## config.mk

```make
export PLATFORM = sky130hd
export DESIGN_NAME = wav_header_parser_top
export DESIGN_NICKNAME = d
export VERILOG_FILES = /design/src/hw/rtl/whp_pkg.sv /design/src/hw/rtl/wav_header_parser_top.sv /design/src/hw/rtl/whp_parse_core.sv
export SDC_FILE = /design/constraint.sdc
export NUM_CORES = 1
export LEC_CHECK = 0
export BUFFER_PORTS_ARGS = -buffer_cell sky130_fd_sc_hd__buf_2
export CAP_MARGIN = 40
export CORE_UTILIZATION = 35
export CTS_BUF_LIST = sky130_fd_sc_hd__clkbuf_4 sky130_fd_sc_hd__clkbuf_8 sky130_fd_sc_hd__clkbuf_16
export CTS_CLUSTER_DIAMETER = 120
export DETAILED_ROUTE_END_ITERATION = 16
export GPL_TIMING_DRIVEN = 0
export SLEW_MARGIN = 20
export SYNTH_ARGS = -nofsm -noshare
export SYNTH_HDL_FRONTEND = slang
export SYNTH_SLANG_ARGS = --single-unit
```

## constraint.sdc

```tcl
create_clock -name clock -period 12.8 [get_ports clock]
set_clock_uncertainty 0.15 [all_clocks]
set_input_delay 1.92 -clock clock [delete_from_list [all_inputs] [get_ports clock]]
set_output_delay 1.92 -clock clock [all_outputs]
set_load 0.1 [all_outputs]
```

## src/hw/rtl/whp_pkg.sv

```systemverilog
`default_nettype none

package whp_pkg;

   // result status codes
   localparam logic [3:0] ST_OK        = 4'd0;
   localparam logic [3:0] ST_TRUNC     = 4'd1;
   localparam logic [3:0] ST_NOT_WAVE  = 4'd2;
   localparam logic [3:0] ST_FMT_SHORT = 4'd3;
   localparam logic [3:0] ST_NOT_PCM   = 4'd4;
   localparam logic [3:0] ST_MISSING   = 4'd5;
   localparam logic [3:0] ST_BITS      = 4'd6;
   localparam logic [3:0] ST_CHANNELS  = 4'd7;
   localparam logic [3:0] ST_BYTE_RATE = 4'd8;

   // chunk tags as read little-endian
   localparam logic [31:0] TAG_FMT  = 32'h2074_6D66;
   localparam logic [31:0] TAG_DATA = 32'h6174_6164;

   localparam logic [15:0] FMT_PCM      = 16'd1;
   localparam logic [15:0] PCM_BITS     = 16'd16;
   localparam logic [15:0] CHAN_MONO    = 16'd1;
   localparam logic [15:0] CHAN_STEREO  = 16'd2;
   localparam logic [31:0] FMT_BODY_LEN = 32'd16;

   typedef struct packed {
      logic [3:0]  status;
      logic [15:0] chan_count;
      logic [31:0] samp_rate;
      logic [31:0] bytes_per_sec;
      logic [15:0] samp_width;
      logic [31:0] payload_start;
      logic [31:0] payload_len;
   } res_type;

   // expected preamble bytes, size bytes are not checked
   function automatic logic [7:0] preamble_byte(input logic [3:0] idx);
      logic [7:0] val;
      case (idx)
         4'd0:    val = 8'h52; // R
         4'd1:    val = 8'h49; // I
         4'd2:    val = 8'h46; // F
         4'd3:    val = 8'h46; // F
         4'd8:    val = 8'h57; // W
         4'd9:    val = 8'h41; // A
         4'd10:   val = 8'h56; // V
         4'd11:   val = 8'h45; // E
         default: val = 8'h00;
      endcase
      return val;
   endfunction

endpackage

`default_nettype wire

```

## src/hw/rtl/wav_header_parser_top.sv

```systemverilog
`default_nettype none

// wav header parser: takes a wav file as a stream of byte words on the req_ channel, with
// req_end_of_file marking the last byte, checks the riff/wave preamble, walks the chunks
// (tag, little-endian length, pad byte after odd lengths), captures the fmt fields and
// gives one rsp_ word when the data chunk header is reached, on an error, or at end of file.
// bytes after a result are swallowed until end_of_file re-arms the parser. one byte word is
// taken every cycle: each byte passes an input register, one pass of shift, count and compare
// logic in the parse core, and the result register, which loads the result word as the byte
// that caused it leaves the input register. the only stall is a waiting result that rsp_ready holds back

module wav_header_parser_top (
   input  wire logic        clock,
   input  wire logic        reset,
   // byte input
   input  wire logic        req_valid,
   output      logic        req_ready,
   input  wire logic [7:0]  req_data_byte,
   input  wire logic        req_end_of_file,
   // result output
   output      logic        rsp_valid,
   input  wire logic        rsp_ready,
   output      logic [3:0]  rsp_status,
   output      logic [15:0] rsp_chan_count,
   output      logic [31:0] rsp_samp_rate,
   output      logic [31:0] rsp_bytes_per_sec,
   output      logic [15:0] rsp_samp_width,
   output      logic [31:0] rsp_payload_start,
   output      logic [31:0] rsp_payload_len
);
   import whp_pkg::*;

   // input register
   logic       in_valid_ff, in_valid_in;
   logic [7:0] in_byte_ff;
   logic       in_eof_ff;

   // result register
   logic       rsp_valid_ff, rsp_valid_in;
   res_type    rsp_ff;

   logic       advance;
   logic       core_valid;
   res_type    core_res;

   // held byte moves on when the result slot is free or being emptied
   assign advance   = in_valid_ff && (!rsp_valid_ff || rsp_ready);
   assign req_ready = !in_valid_ff || advance;

   assign in_valid_in  = (req_valid && req_ready) || (in_valid_ff && !advance);
   assign rsp_valid_in = advance ? core_valid : (rsp_valid_ff && !rsp_ready);

   always_ff @(posedge clock) begin
      if (reset) begin
         in_valid_ff  <= 1'b0;
         rsp_valid_ff <= 1'b0;
      end else begin
         in_valid_ff  <= in_valid_in;
         rsp_valid_ff <= rsp_valid_in;
      end
   end

   // payload registers, no reset needed
   always_ff @(posedge clock) begin
      if (req_valid && req_ready) begin
         in_byte_ff <= req_data_byte;
         in_eof_ff  <= req_end_of_file;
      end
      if (advance && core_valid) begin
         rsp_ff <= core_res;
      end
   end

   // parse state and per-byte decode
   whp_parse_core u_core (
      .clock       (clock),
      .reset       (reset),
      .step        (advance),
      .data_byte   (in_byte_ff),
      .end_of_file (in_eof_ff),
      .res_valid   (core_valid),
      .res         (core_res)
   );

   assign rsp_valid         = rsp_valid_ff;
   assign rsp_status        = rsp_ff.status;
   assign rsp_chan_count    = rsp_ff.chan_count;
   assign rsp_samp_rate     = rsp_ff.samp_rate;
   assign rsp_bytes_per_sec = rsp_ff.bytes_per_sec;
   assign rsp_samp_width    = rsp_ff.samp_width;
   assign rsp_payload_start = rsp_ff.payload_start;
   assign rsp_payload_len   = rsp_ff.payload_len;

`ifndef ASSERT_OFF
   a_result_lands: assert property (@(posedge clock) disable iff (reset)
      (advance && core_valid) |=> rsp_valid_ff)
      else $error("parser result lost");

   a_stall_cause: assert property (@(posedge clock) disable iff (reset)
      (in_valid_ff && !advance) |-> (rsp_valid_ff && !rsp_ready))
      else $error("input held without a blocked result");
`endif

endmodule

`default_nettype wire

```

## src/hw/rtl/whp_parse_core.sv

```systemverilog
`default_nettype none

module whp_parse_core (
   input  wire logic            clock,
   input  wire logic            reset,
   input  wire logic            step,
   input  wire logic [7:0]      data_byte,
   input  wire logic            end_of_file,
   output      logic            res_valid,
   output      whp_pkg::res_type res
);
   import whp_pkg::*;

   typedef enum logic [5:0] {
      PH_PRE_GOOD = 6'b000001,
      PH_PRE_BAD  = 6'b000010,
      PH_HDR      = 6'b000100,
      PH_FMT      = 6'b001000,
      PH_SKIP     = 6'b010000,
      PH_DONE     = 6'b100000
   } phase_type;

   phase_type   phase_ff, phase_in;
   logic [31:0] pos_ff, pos_in;
   logic [3:0]  hbc_ff, hbc_in;
   logic [31:0] tag_ff, tag_in;
   logic [31:0] len_ff, len_in;
   logic [32:0] skip_ff, skip_in;
   logic [15:0] fmt_code_ff, fmt_code_in;
   logic [15:0] chan_ff, chan_in;
   logic [31:0] rate_ff, rate_in;
   logic [31:0] brate_ff, brate_in;
   logic [15:0] bits_ff, bits_in;
   logic        fmt_seen_ff, fmt_seen_in;

   logic [32:0] skip_amt;
   logic [31:0] fmt_rest;

   always_comb begin
      phase_in    = phase_ff;
      pos_in      = pos_ff + 32'd1;
      hbc_in      = hbc_ff;
      tag_in      = tag_ff;
      len_in      = len_ff;
      skip_in     = skip_ff;
      fmt_code_in = fmt_code_ff;
      chan_in     = chan_ff;
      rate_in     = rate_ff;
      brate_in    = brate_ff;
      bits_in     = bits_ff;
      fmt_seen_in = fmt_seen_ff;
      res_valid   = 1'b0;
      res         = '0;
      skip_amt    = '0;
      fmt_rest    = len_ff - FMT_BODY_LEN;

      case (phase_ff)
         PH_PRE_GOOD, PH_PRE_BAD: begin
            if ((hbc_ff < 4'd4 || (hbc_ff >= 4'd8 && hbc_ff < 4'd12))
                && data_byte != preamble_byte(hbc_ff)) begin
               phase_in = PH_PRE_BAD;
            end
            if (hbc_ff >= 4'd11) begin
               hbc_in = '0;
               if (phase_in == PH_PRE_BAD) begin
                  res_valid  = 1'b1;
                  res.status = ST_NOT_WAVE;
                  phase_in   = PH_DONE;
               end else begin
                  phase_in = PH_HDR;
               end
            end else begin
               hbc_in = hbc_ff + 4'd1;
            end
         end
         PH_HDR: begin
            if (hbc_ff < 4'd4) begin
               tag_in = {data_byte, tag_ff[31:8]};
            end else begin
               len_in = {data_byte, len_ff[31:8]};
            end
            if (hbc_ff >= 4'd7) begin
               hbc_in = '0;
               if (tag_in == TAG_FMT) begin
                  if (len_in < FMT_BODY_LEN) begin
                     res_valid  = 1'b1;
                     res.status = ST_FMT_SHORT;
                     phase_in   = PH_DONE;
                  end else begin
                     phase_in = PH_FMT;
                  end
               end else if (tag_in == TAG_DATA) begin
                  res_valid = 1'b1;
                  if (!fmt_seen_ff) begin
                     res.status = ST_MISSING;
                  end else if (bits_ff != PCM_BITS) begin
                     res.status = ST_BITS;
                  end else if (chan_ff != CHAN_MONO && chan_ff != CHAN_STEREO) begin
                     res.status = ST_CHANNELS;
                  end else if (brate_ff == '0) begin
                     res.status = ST_BYTE_RATE;
                  end else begin
                     res.status = ST_OK;
                  end
                  res.payload_start = pos_in;
                  res.payload_len   = len_in;
                  phase_in          = PH_DONE;
               end else begin
                  // unknown chunk: skip body plus pad byte
                  skip_amt = {1'b0, len_in} + {32'd0, len_in[0]};
                  skip_in  = skip_amt;
                  phase_in = (skip_amt == '0) ? PH_HDR : PH_SKIP;
               end
            end else begin
               hbc_in = hbc_ff + 4'd1;
            end
         end
         PH_FMT: begin
            if (hbc_ff < 4'd2) begin
               fmt_code_in = {data_byte, fmt_code_ff[15:8]};
            end else if (hbc_ff < 4'd4) begin
               chan_in = {data_byte, chan_ff[15:8]};
            end else if (hbc_ff < 4'd8) begin
               rate_in = {data_byte, rate_ff[31:8]};
            end else if (hbc_ff < 4'd12) begin
               brate_in = {data_byte, brate_ff[31:8]};
            end else if (hbc_ff >= 4'd14) begin
               bits_in = {data_byte, bits_ff[15:8]};
            end
            if (hbc_ff >= 4'd15) begin
               hbc_in      = '0;
               fmt_seen_in = 1'b1;
               if (fmt_code_ff != FMT_PCM) begin
                  res_valid  = 1'b1;
                  res.status = ST_NOT_PCM;
                  phase_in   = PH_DONE;
               end else begin
                  // rest of fmt chunk plus pad byte
                  skip_amt = {1'b0, fmt_rest} + {32'd0, len_ff[0]};
                  skip_in  = skip_amt;
                  phase_in = (skip_amt == '0) ? PH_HDR : PH_SKIP;
               end
            end else begin
               hbc_in = hbc_ff + 4'd1;
            end
         end
         PH_SKIP: begin
            if (skip_ff != '0) begin
               skip_in = skip_ff - 33'd1;
            end
            if (skip_in == '0) begin
               hbc_in   = '0;
               phase_in = PH_HDR;
            end
         end
         default: begin
         end
      endcase

      res.chan_count    = chan_in;
      res.samp_rate     = rate_in;
      res.bytes_per_sec = brate_in;
      res.samp_width    = bits_in;

      if (end_of_file) begin
         if (!res_valid) begin
            case (phase_in)
               PH_PRE_GOOD, PH_PRE_BAD, PH_FMT: begin
                  res_valid  = 1'b1;
                  res.status = ST_TRUNC;
               end
               PH_HDR: begin
                  res_valid  = 1'b1;
                  res.status = (hbc_in == '0) ? ST_MISSING : ST_TRUNC;
               end
               PH_SKIP: begin
                  res_valid  = 1'b1;
                  res.status = ST_MISSING;
               end
               default: begin
               end
            endcase
         end
         // re-arm for the next file
         phase_in    = PH_PRE_GOOD;
         pos_in      = '0;
         hbc_in      = '0;
         tag_in      = '0;
         len_in      = '0;
         skip_in     = '0;
         fmt_code_in = '0;
         chan_in     = '0;
         rate_in     = '0;
         brate_in    = '0;
         bits_in     = '0;
         fmt_seen_in = 1'b0;
      end
   end

   always_ff @(posedge clock) begin
      if (reset) begin
         phase_ff    <= PH_PRE_GOOD;
         pos_ff      <= '0;
         hbc_ff      <= '0;
         tag_ff      <= '0;
         len_ff      <= '0;
         skip_ff     <= '0;
         fmt_code_ff <= '0;
         chan_ff     <= '0;
         rate_ff     <= '0;
         brate_ff    <= '0;
         bits_ff     <= '0;
         fmt_seen_ff <= 1'b0;
      end else if (step) begin
         phase_ff    <= phase_in;
         pos_ff      <= pos_in;
         hbc_ff      <= hbc_in;
         tag_ff      <= tag_in;
         len_ff      <= len_in;
         skip_ff     <= skip_in;
         fmt_code_ff <= fmt_code_in;
         chan_ff     <= chan_in;
         rate_ff     <= rate_in;
         brate_ff    <= brate_in;
         bits_ff     <= bits_in;
         fmt_seen_ff <= fmt_seen_in;
      end
   end

`ifndef ASSERT_OFF
   a_done_silent: assert property (@(posedge clock) disable iff (reset)
      (step && phase_ff == PH_DONE) |-> !res_valid)
      else $error("result produced after parse finished");

   a_eof_rearm: assert property (@(posedge clock) disable iff (reset)
      (step && end_of_file) |=> (phase_ff == PH_PRE_GOOD && pos_ff == '0 && !fmt_seen_ff))
      else $error("parser not re-armed after end of file");
`endif

endmodule

`default_nettype wire
```

* Yosys cells after proc, flatten, opt, wreduce, memory -nomap -nowiden
Memory sizes are Yosys's and may differ from the RTL's. A register that Yosys moved wholly into a read port is not among the register bits.
Index checks and enable logic that the tools add are counted.
** Cells by class
- Reduce and logical (&&, ||, !) cells :: 35
- Muxes and demuxes :: 100
- Equal/unequal tests :: 23
- Add/sub/neg operators :: 6
- Magnitude comparators :: 10
- Bitwise gates (word level) :: 3
** Operators by type and width (count)
- $mux W32 :: 20
- $mux W33 :: 8
- $mux W16 :: 14
- $logic_not A33 Y1 :: 3
- $pmux W33 S3 :: 1
- $mux W4 :: 18
- $mux W6 :: 12
- $add A32 B1 Y33 :: 2
- $reduce_bool A33 Y1 :: 1
- $sub A33 B1 Y33 const B :: 1
- $add A32 B1 Y32 const B :: 1
- $eq A32 B30 Y1 const B :: 1
- $eq A32 B31 Y1 const B :: 1
- $logic_not A32 Y1 :: 1
- $lt A32 B5 Y1 const B :: 1
- $ne A16 B1 Y1 const B :: 2
- $sub A32 B5 Y32 const B :: 1
- $pmux W4 S3 :: 2
- $pmux W6 S4 :: 1
- $eq A6 B2 Y1 const B :: 3
- $ge A4 B4 Y1 const B :: 4
- $ne A16 B2 Y1 const B :: 1
- $ne A16 B5 Y1 const B :: 1
- $pmux W4 S4 :: 1
- 32 further kinds :: 76
** Storage, ports and cells
- Word-level logic and storage cells :: 201
- Input port bits :: 13
- ROM bits :: 96
- Memories :: 1
- Flip-flop bits (word level) :: 427
** Memories
- (no name shown) :: depth 16, width 6, rd ports 1, clocked after memory_dff 1, wr ports 0, line whp_pkg.sv:39 : case (idx)

* Logic depth before layout (Yosys ltp)
- Depth in word-level cells :: 17
- Gate-level depth with buffers :: 21

* Cells and area by module
A second synthesis with hierarchy kept.
** Unflattened totals
- Cells, all modules :: 2453
- Area, all modules :: 22805.6 µm²
** By module, submodules not included
- whp_parse_core :: instances 1, cells each 2269, area each 17504.3 µm²
- wav_header_parser_top :: instances 1, cells each 184, area each 5301.3 µm²

* Least setup slack after synthesis
Ideal clock, no wire load.
- Kind :: flip-flop to flip-flop
- Start point :: reg u_core.hbc_ff[2]
- End point :: reg rsp_ff (netlist bit rsp_bytes_per_sec[0]) (enable)
- Stages on the path, launching flop included :: 22
- Path buffers :: 5
- Required time :: 11.908 ns
- Slack :: -0.479 ns
- Arrival time :: 12.386 ns
- Library setup time :: 0.742 ns
- Path through :: dfxtp_1 > or2_2 > buf_2 > buf_2 > buf_1 > buf_2 > buf_2 > nand2_1 > nand2_1 > ha_1 > nand2_1 > o21ai_1 > nand4_1 > nor2_1 > nor4b_1 > xor2_1 > nand4_1 > nor4_1 > a211oi_1 > nor4_1 > a211oi_1 > a21oi_1
** Between the ends
- Word-level cells in the longest chain between the ends :: 16
- Elaborated cells between the ends (all ways) :: 48
** Ends and longest elaborated chain
- start: declaration :: line whp_parse_core.sv:25 : logic [3:0] hbc_ff, hbc_in;
- start signal: assignment :: line whp_parse_core.sv:217 : hbc_ff <= hbc_in;
- $lt A4 B3 Y1 (tied with other cells) :: line whp_parse_core.sv:59, whp_parse_core.sv:77
- $mux W32 / $logic_and A1 B1 Y1 (equally long branches) :: line whp_parse_core.sv:77, whp_parse_core.sv:59
- $mux W32 / $logic_or A1 B1 Y1 (equally long branches) :: line whp_parse_core.sv:57, whp_parse_core.sv:59
- $add A32 B1 Y33 / $logic_and A1 B1 Y1 (equally long branches) :: line whp_parse_core.sv:110, whp_parse_core.sv:60
- $logic_not A33 Y1 / $mux W6 (equally long branches) :: line whp_parse_core.sv:112, whp_parse_core.sv:59
- $mux W5 / $mux W6 (equally long branches) :: line whp_parse_core.sv:112, whp_parse_core.sv:57
- $mux W6 / $eq A6 B2 Y1 (equally long branches) :: line whp_parse_core.sv:92, whp_parse_core.sv:65
- $mux W6 (on tied branches) :: line whp_parse_core.sv:84, whp_parse_core.sv:65
- $mux W6 (on tied branches) :: line whp_parse_core.sv:82, whp_parse_core.sv:63
- $pmux W6 S4 :: line whp_parse_core.sv:57 : case (phase_ff)
- $eq A6 B1 Y1 (tied with other cells) :: line whp_parse_core.sv:167 : case (phase_in)
- $reduce_or A5 Y1 (no line)
- $mux W1 :: line whp_parse_core.sv:167
- $mux W1 :: line whp_parse_core.sv:166 : if (!res_valid) begin
- $mux W1 * :: line whp_parse_core.sv:165 : if (end_of_file) begin
- $logic_and A1 B1 Y1 * :: line wav_header_parser_top.sv:69 : if (advance && core_valid) begin
- end signal: assignment :: line wav_header_parser_top.sv:70 : rsp_ff <= core_res;
- end: declaration :: line wav_header_parser_top.sv:40 : res_type rsp_ff;
Mark *: on every way between the ends. The rest lies on a longest branch, timed or not. The select of a mux whose other input is x is not followed.
A chain may end at the register's enable or synchronous reset.

* Worst setup path after layout
- Start point :: reg u_core.hbc_ff[2]
- End point :: reg rsp_ff (netlist bit rsp_samp_rate[4]) (enable)
Same word-level chain as after synthesis.

==> flow_metrics.env <==
export IMPL_status="complete, no violations"
export IMPL_cts_sinks=433
export IMPL_grt_antenna_before_repair=1
export IMPL_crit_path_start="u_core.hbc_ff[2]$_SDFFE_PP0P_"
export IMPL_grt_pass1_wl_um=122000
export IMPL_cts_made_buffers=48
export IMPL_fillCellCount=6428
export IMPL_synthArstFlopShare=0
export IMPL_cts_hold_buffers=0
export IMPL_cts_root_buf="clkbuf_16"
export IMPL_max_freq_mhz=114
export IMPL_die_x_um=257
export IMPL_antenna_cells=0
export IMPL_placed_cell_area_um2=25000
export IMPL_design_area_um2=26700
export IMPL_core_region_area_um2=64300
export IMPL_p_per_area_nw_per_um2=120
export IMPL_synth_edff_count=173
export IMPL_hp_start="u_core.tag_ff[6]$_SDFFE_PP0P_"
export IMPL_drc_errors=0
export IMPL_vias_per_cell=5.80
export IMPL_row_count=93
export IMPL_leakage_nw=9.13
export IMPL_crit_top_cell="buf_2"
export IMPL_min_period_over_period=0.688
export IMPL_vias=21000
export IMPL_synthMuxAreaShare=0.0620
export IMPL_crit_arrival_ns=8.96
export IMPL_initial_core_util=0.353
export IMPL_cts_resized_gates=0
export IMPL_dpl_hpwl_um=61400
export IMPL_ys_ff_latch=433
export IMPL_grt_max_degree=28
export IMPL_synth_fp_nets=2498
export IMPL_areaGrowthSynthToFinish_pct=17.3
export IMPL_max_vdd_ir_drop_uv=82.7
export IMPL_routed_wirelength_um=81500
export IMPL_cts_buffer_depth=3
export IMPL_tightest_slew_ns=0.986
export IMPL_path_buf_inv=9
export IMPL_grt_usage=0.237
export IMPL_cts_tree="yes"
export IMPL_start_kind="flop"
export IMPL_slew_headroom=0.343
export IMPL_ys_seq_area_frac=0.457
export IMPL_rsz0062_at_grt="no"
export IMPL_r2r_start="u_core.hbc_ff[2]$_SDFFE_PP0P_"
export IMPL_post_cts_buffers=0
export IMPL_overflow=0
export IMPL_syn_inst=2478
export IMPL_drv_slew=0
export IMPL_layout_common_cells="nor2_1, dfxtp_1, a22oi_1"
export IMPL_syn_avg_cell_area_um2=9.17
export IMPL_period_minus_slack_ns=8.80
export IMPL_yosysWarnings=0
export IMPL_first_pass_iters=6
export IMPL_drv_cap=0
export IMPL_synth_simple_area_share=0.217
export IMPL_worstPathMaxFanout=26
export IMPL_synth_area_um2=22700
export IMPL_setup_ws_ns=4.00
export IMPL_grt_pass1_vias=19900
export IMPL_place_ws_ns=4.25
export IMPL_final_common_cell="nor2_1"
export IMPL_finalPower_w=0.00319
export IMPL_gp_congestion=0.958
export IMPL_drtIter0Drc=2517
export IMPL_setup_viol=0
export IMPL_ys_flop_type="dfxtp_1"
export IMPL_clkLatencyLatePin_ns=0.61
export IMPL_die_y_um=257
export IMPL_synth_xor_area_frac=0.0538
export IMPL_critPathSlowestCell="buf_1"
export IMPL_dieArea_um2=66000
export IMPL_end_kind="flop"
export IMPL_final_antenna_net_count=0
export IMPL_required_ns=12.96
export IMPL_synth_cell_type_count=86
export IMPL_synth_fa_ha_area_frac=0.00385
export IMPL_hold_violations=0
export IMPL_cts_max_level=2
export IMPL_io_buffers=177
export IMPL_drive_gt1_frac=0.156
export IMPL_wl_per_cell_um=22.5
export IMPL_synth_compound_area_frac=0.168
export IMPL_max_stage_delay_ns=0.69
export IMPL_cpLargestDelayFamily="buffers and inverters"
export IMPL_nets=2745
export IMPL_critPathKind="reg -> reg"
export IMPL_synth_top_family_by_area="simple AND/OR/NAND/NOR gates"
export IMPL_ios=179
export IMPL_hp_class="reg -> reg"
export IMPL_clk_pin_slew_ns=0.06
final timing paths:
kind / to / cells past startpoint / slack, ns
setup / recovery: rsp_samp_rate[4]$_DFFE_PP_ / 25 / 4.00
hold / removal: u_core.tag_ff[6]$_SDFFE_PP0P_ / 2 / 0.35
setup reg to reg: rsp_samp_rate[4]$_DFFE_PP_ / 25 / 4.00
hold reg to reg: u_core.tag_ff[6]$_SDFFE_PP0P_ / 2 / 0.35
per-stage QoR:
stage | utilization | hold WS [ns] | instances | TNS [ns]
after floorplan | - | 0.307 | 2478 | 0
after detailed placement | 0.388 | 0.341 | 3527 | 0
final | 0.414 | 0.352 | 3620 | 0
after CTS | 0.414 | 0.356 | 3617 | 0
after global routing | 0.414 | 0.383 | 3620 | 0
after global placement | 0.384 | 0.325 | 3510 | -263.60
where the power goes:
part	total, W	internal, W	switching (W)
Clock	0.00142	0.000811	0.000613
Combinational	0.000303	0.0000393	0.000264
Sequential	0.00147	0.00146	0.0000103
Total	0.00319	0.00231	0.000887
cell type report:
| class | count | area (um2) | share of cell area |
|---|---|---|---|
| Clock inverter | 31 | 319 | 0.0120 |
| Timing Repair Buffer | 197 | 1200 | 0.0449 |
| Multi-Input combinational cell | 1820 | 11500 | 0.431 |
| Inverter | 22 | 82.6 | 0.00310 |
| Clock buffer | 59 | 1330 | 0.0497 |
| Buffer | 203 | 778 | 0.0292 |
| Sequential cell | 433 | 10400 | 0.390 |
| Tap cell | 855 | 1070 | 0.0401 |
synthesized netlist by cell type, types with 12 or more instances:
| cell type | number | area share |
|---|---|---|
| a211oi_1 | 12 | 0.0040 |
| a21oi_1 | 101 | 0.022 |
| a22oi_1 | 193 | 0.064 |
| a31oi_1 | 16 | 0.0044 |
| and2_1 | 15 | 0.0041 |
| and3_1 | 35 | 0.0096 |
| buf_2 | 12 | 0.0026 |
| clkbuf_1 | 181 | 0.030 |
| dfxtp_1 | 260 | 0.23 |
| edfxtp_1 | 173 | 0.23 |
| inv_1 | 22 | 0.0036 |
| mux2_2 | 95 | 0.047 |
| mux2i_1 | 34 | 0.015 |
| nand2_1 | 108 | 0.018 |
| nand2b_1 | 13 | 0.0036 |
| nand3_1 | 57 | 0.013 |
| nand4_1 | 43 | 0.012 |
| nor2_1 | 440 | 0.073 |
| nor3_1 | 78 | 0.017 |
| nor4_1 | 59 | 0.016 |
| o211ai_1 | 22 | 0.0073 |
| o21ai_0 | 85 | 0.019 |
| o22ai_1 | 14 | 0.0039 |
| or3_1 | 26 | 0.0072 |
| or4_1 | 21 | 0.0069 |
| xnor2_1 | 92 | 0.035 |
| xor2_1 | 44 | 0.017 |
per-layer routing:
metal,global-route usage,up-vias,part of all wire
met5,0,-,0
met4,0.0749,0,0.029
li1,-,9707,-
met3,0.0405,149,0.071
met1,0.329,10200,0.45
met2,0.374,882,0.45
worst reg2reg max path: cells and delay by family, from the launching register on:
kind,cells,cell delay [ns]
compound gates,4,1.35
xor+xnor,1,0.39
fa+ha+maj,1,0.26
buf+inv,9,3.13
flops,1,0.65
simple gates,10,2.55
state kept, by name, summed over array words and instances (netlist names), 4 cells and up, named ones only:
| name | cells |
|---|---|
| u_core.bits_ff | 16 |
| u_core.skip_ff | 33 |
| u_core.hbc_ff | 4 |
| u_core.fmt_code_ff | 16 |
| u_core.brate_ff | 32 |
| rsp_payload_start | 32 |
| in_byte_ff | 8 |
| u_core.tag_ff | 32 |
| rsp_samp_width | 16 |
| rsp_bytes_per_sec | 32 |
| rsp_samp_rate | 32 |
| u_core.pos_ff | 32 |
| rsp_payload_len | 32 |
| u_core.len_ff | 32 |
| u_core.rate_ff | 32 |
| rsp_chan_count | 16 |
| u_core.phase_ff | 6 |
| u_core.chan_ff | 16 |
| rsp_status | 4 |
cell families (layout without fill, tap and decap cells):
| logic type | after synthesis | count (layout) |
|---|---|---|
| AND/OR/NAND/NOR | 990 | 990 |
| AO/OA/AOI/OAI | 556 | 556 |
| multiplexers | 129 | 129 |
| flip-flops | 433 | 433 |
| buffers and inverters | 225 | 512 |
| adder cells (fa/ha/maj) | 7 | 7 |
| XOR/XNOR | 138 | 138 |
Power figures use the tool's default switching activity.
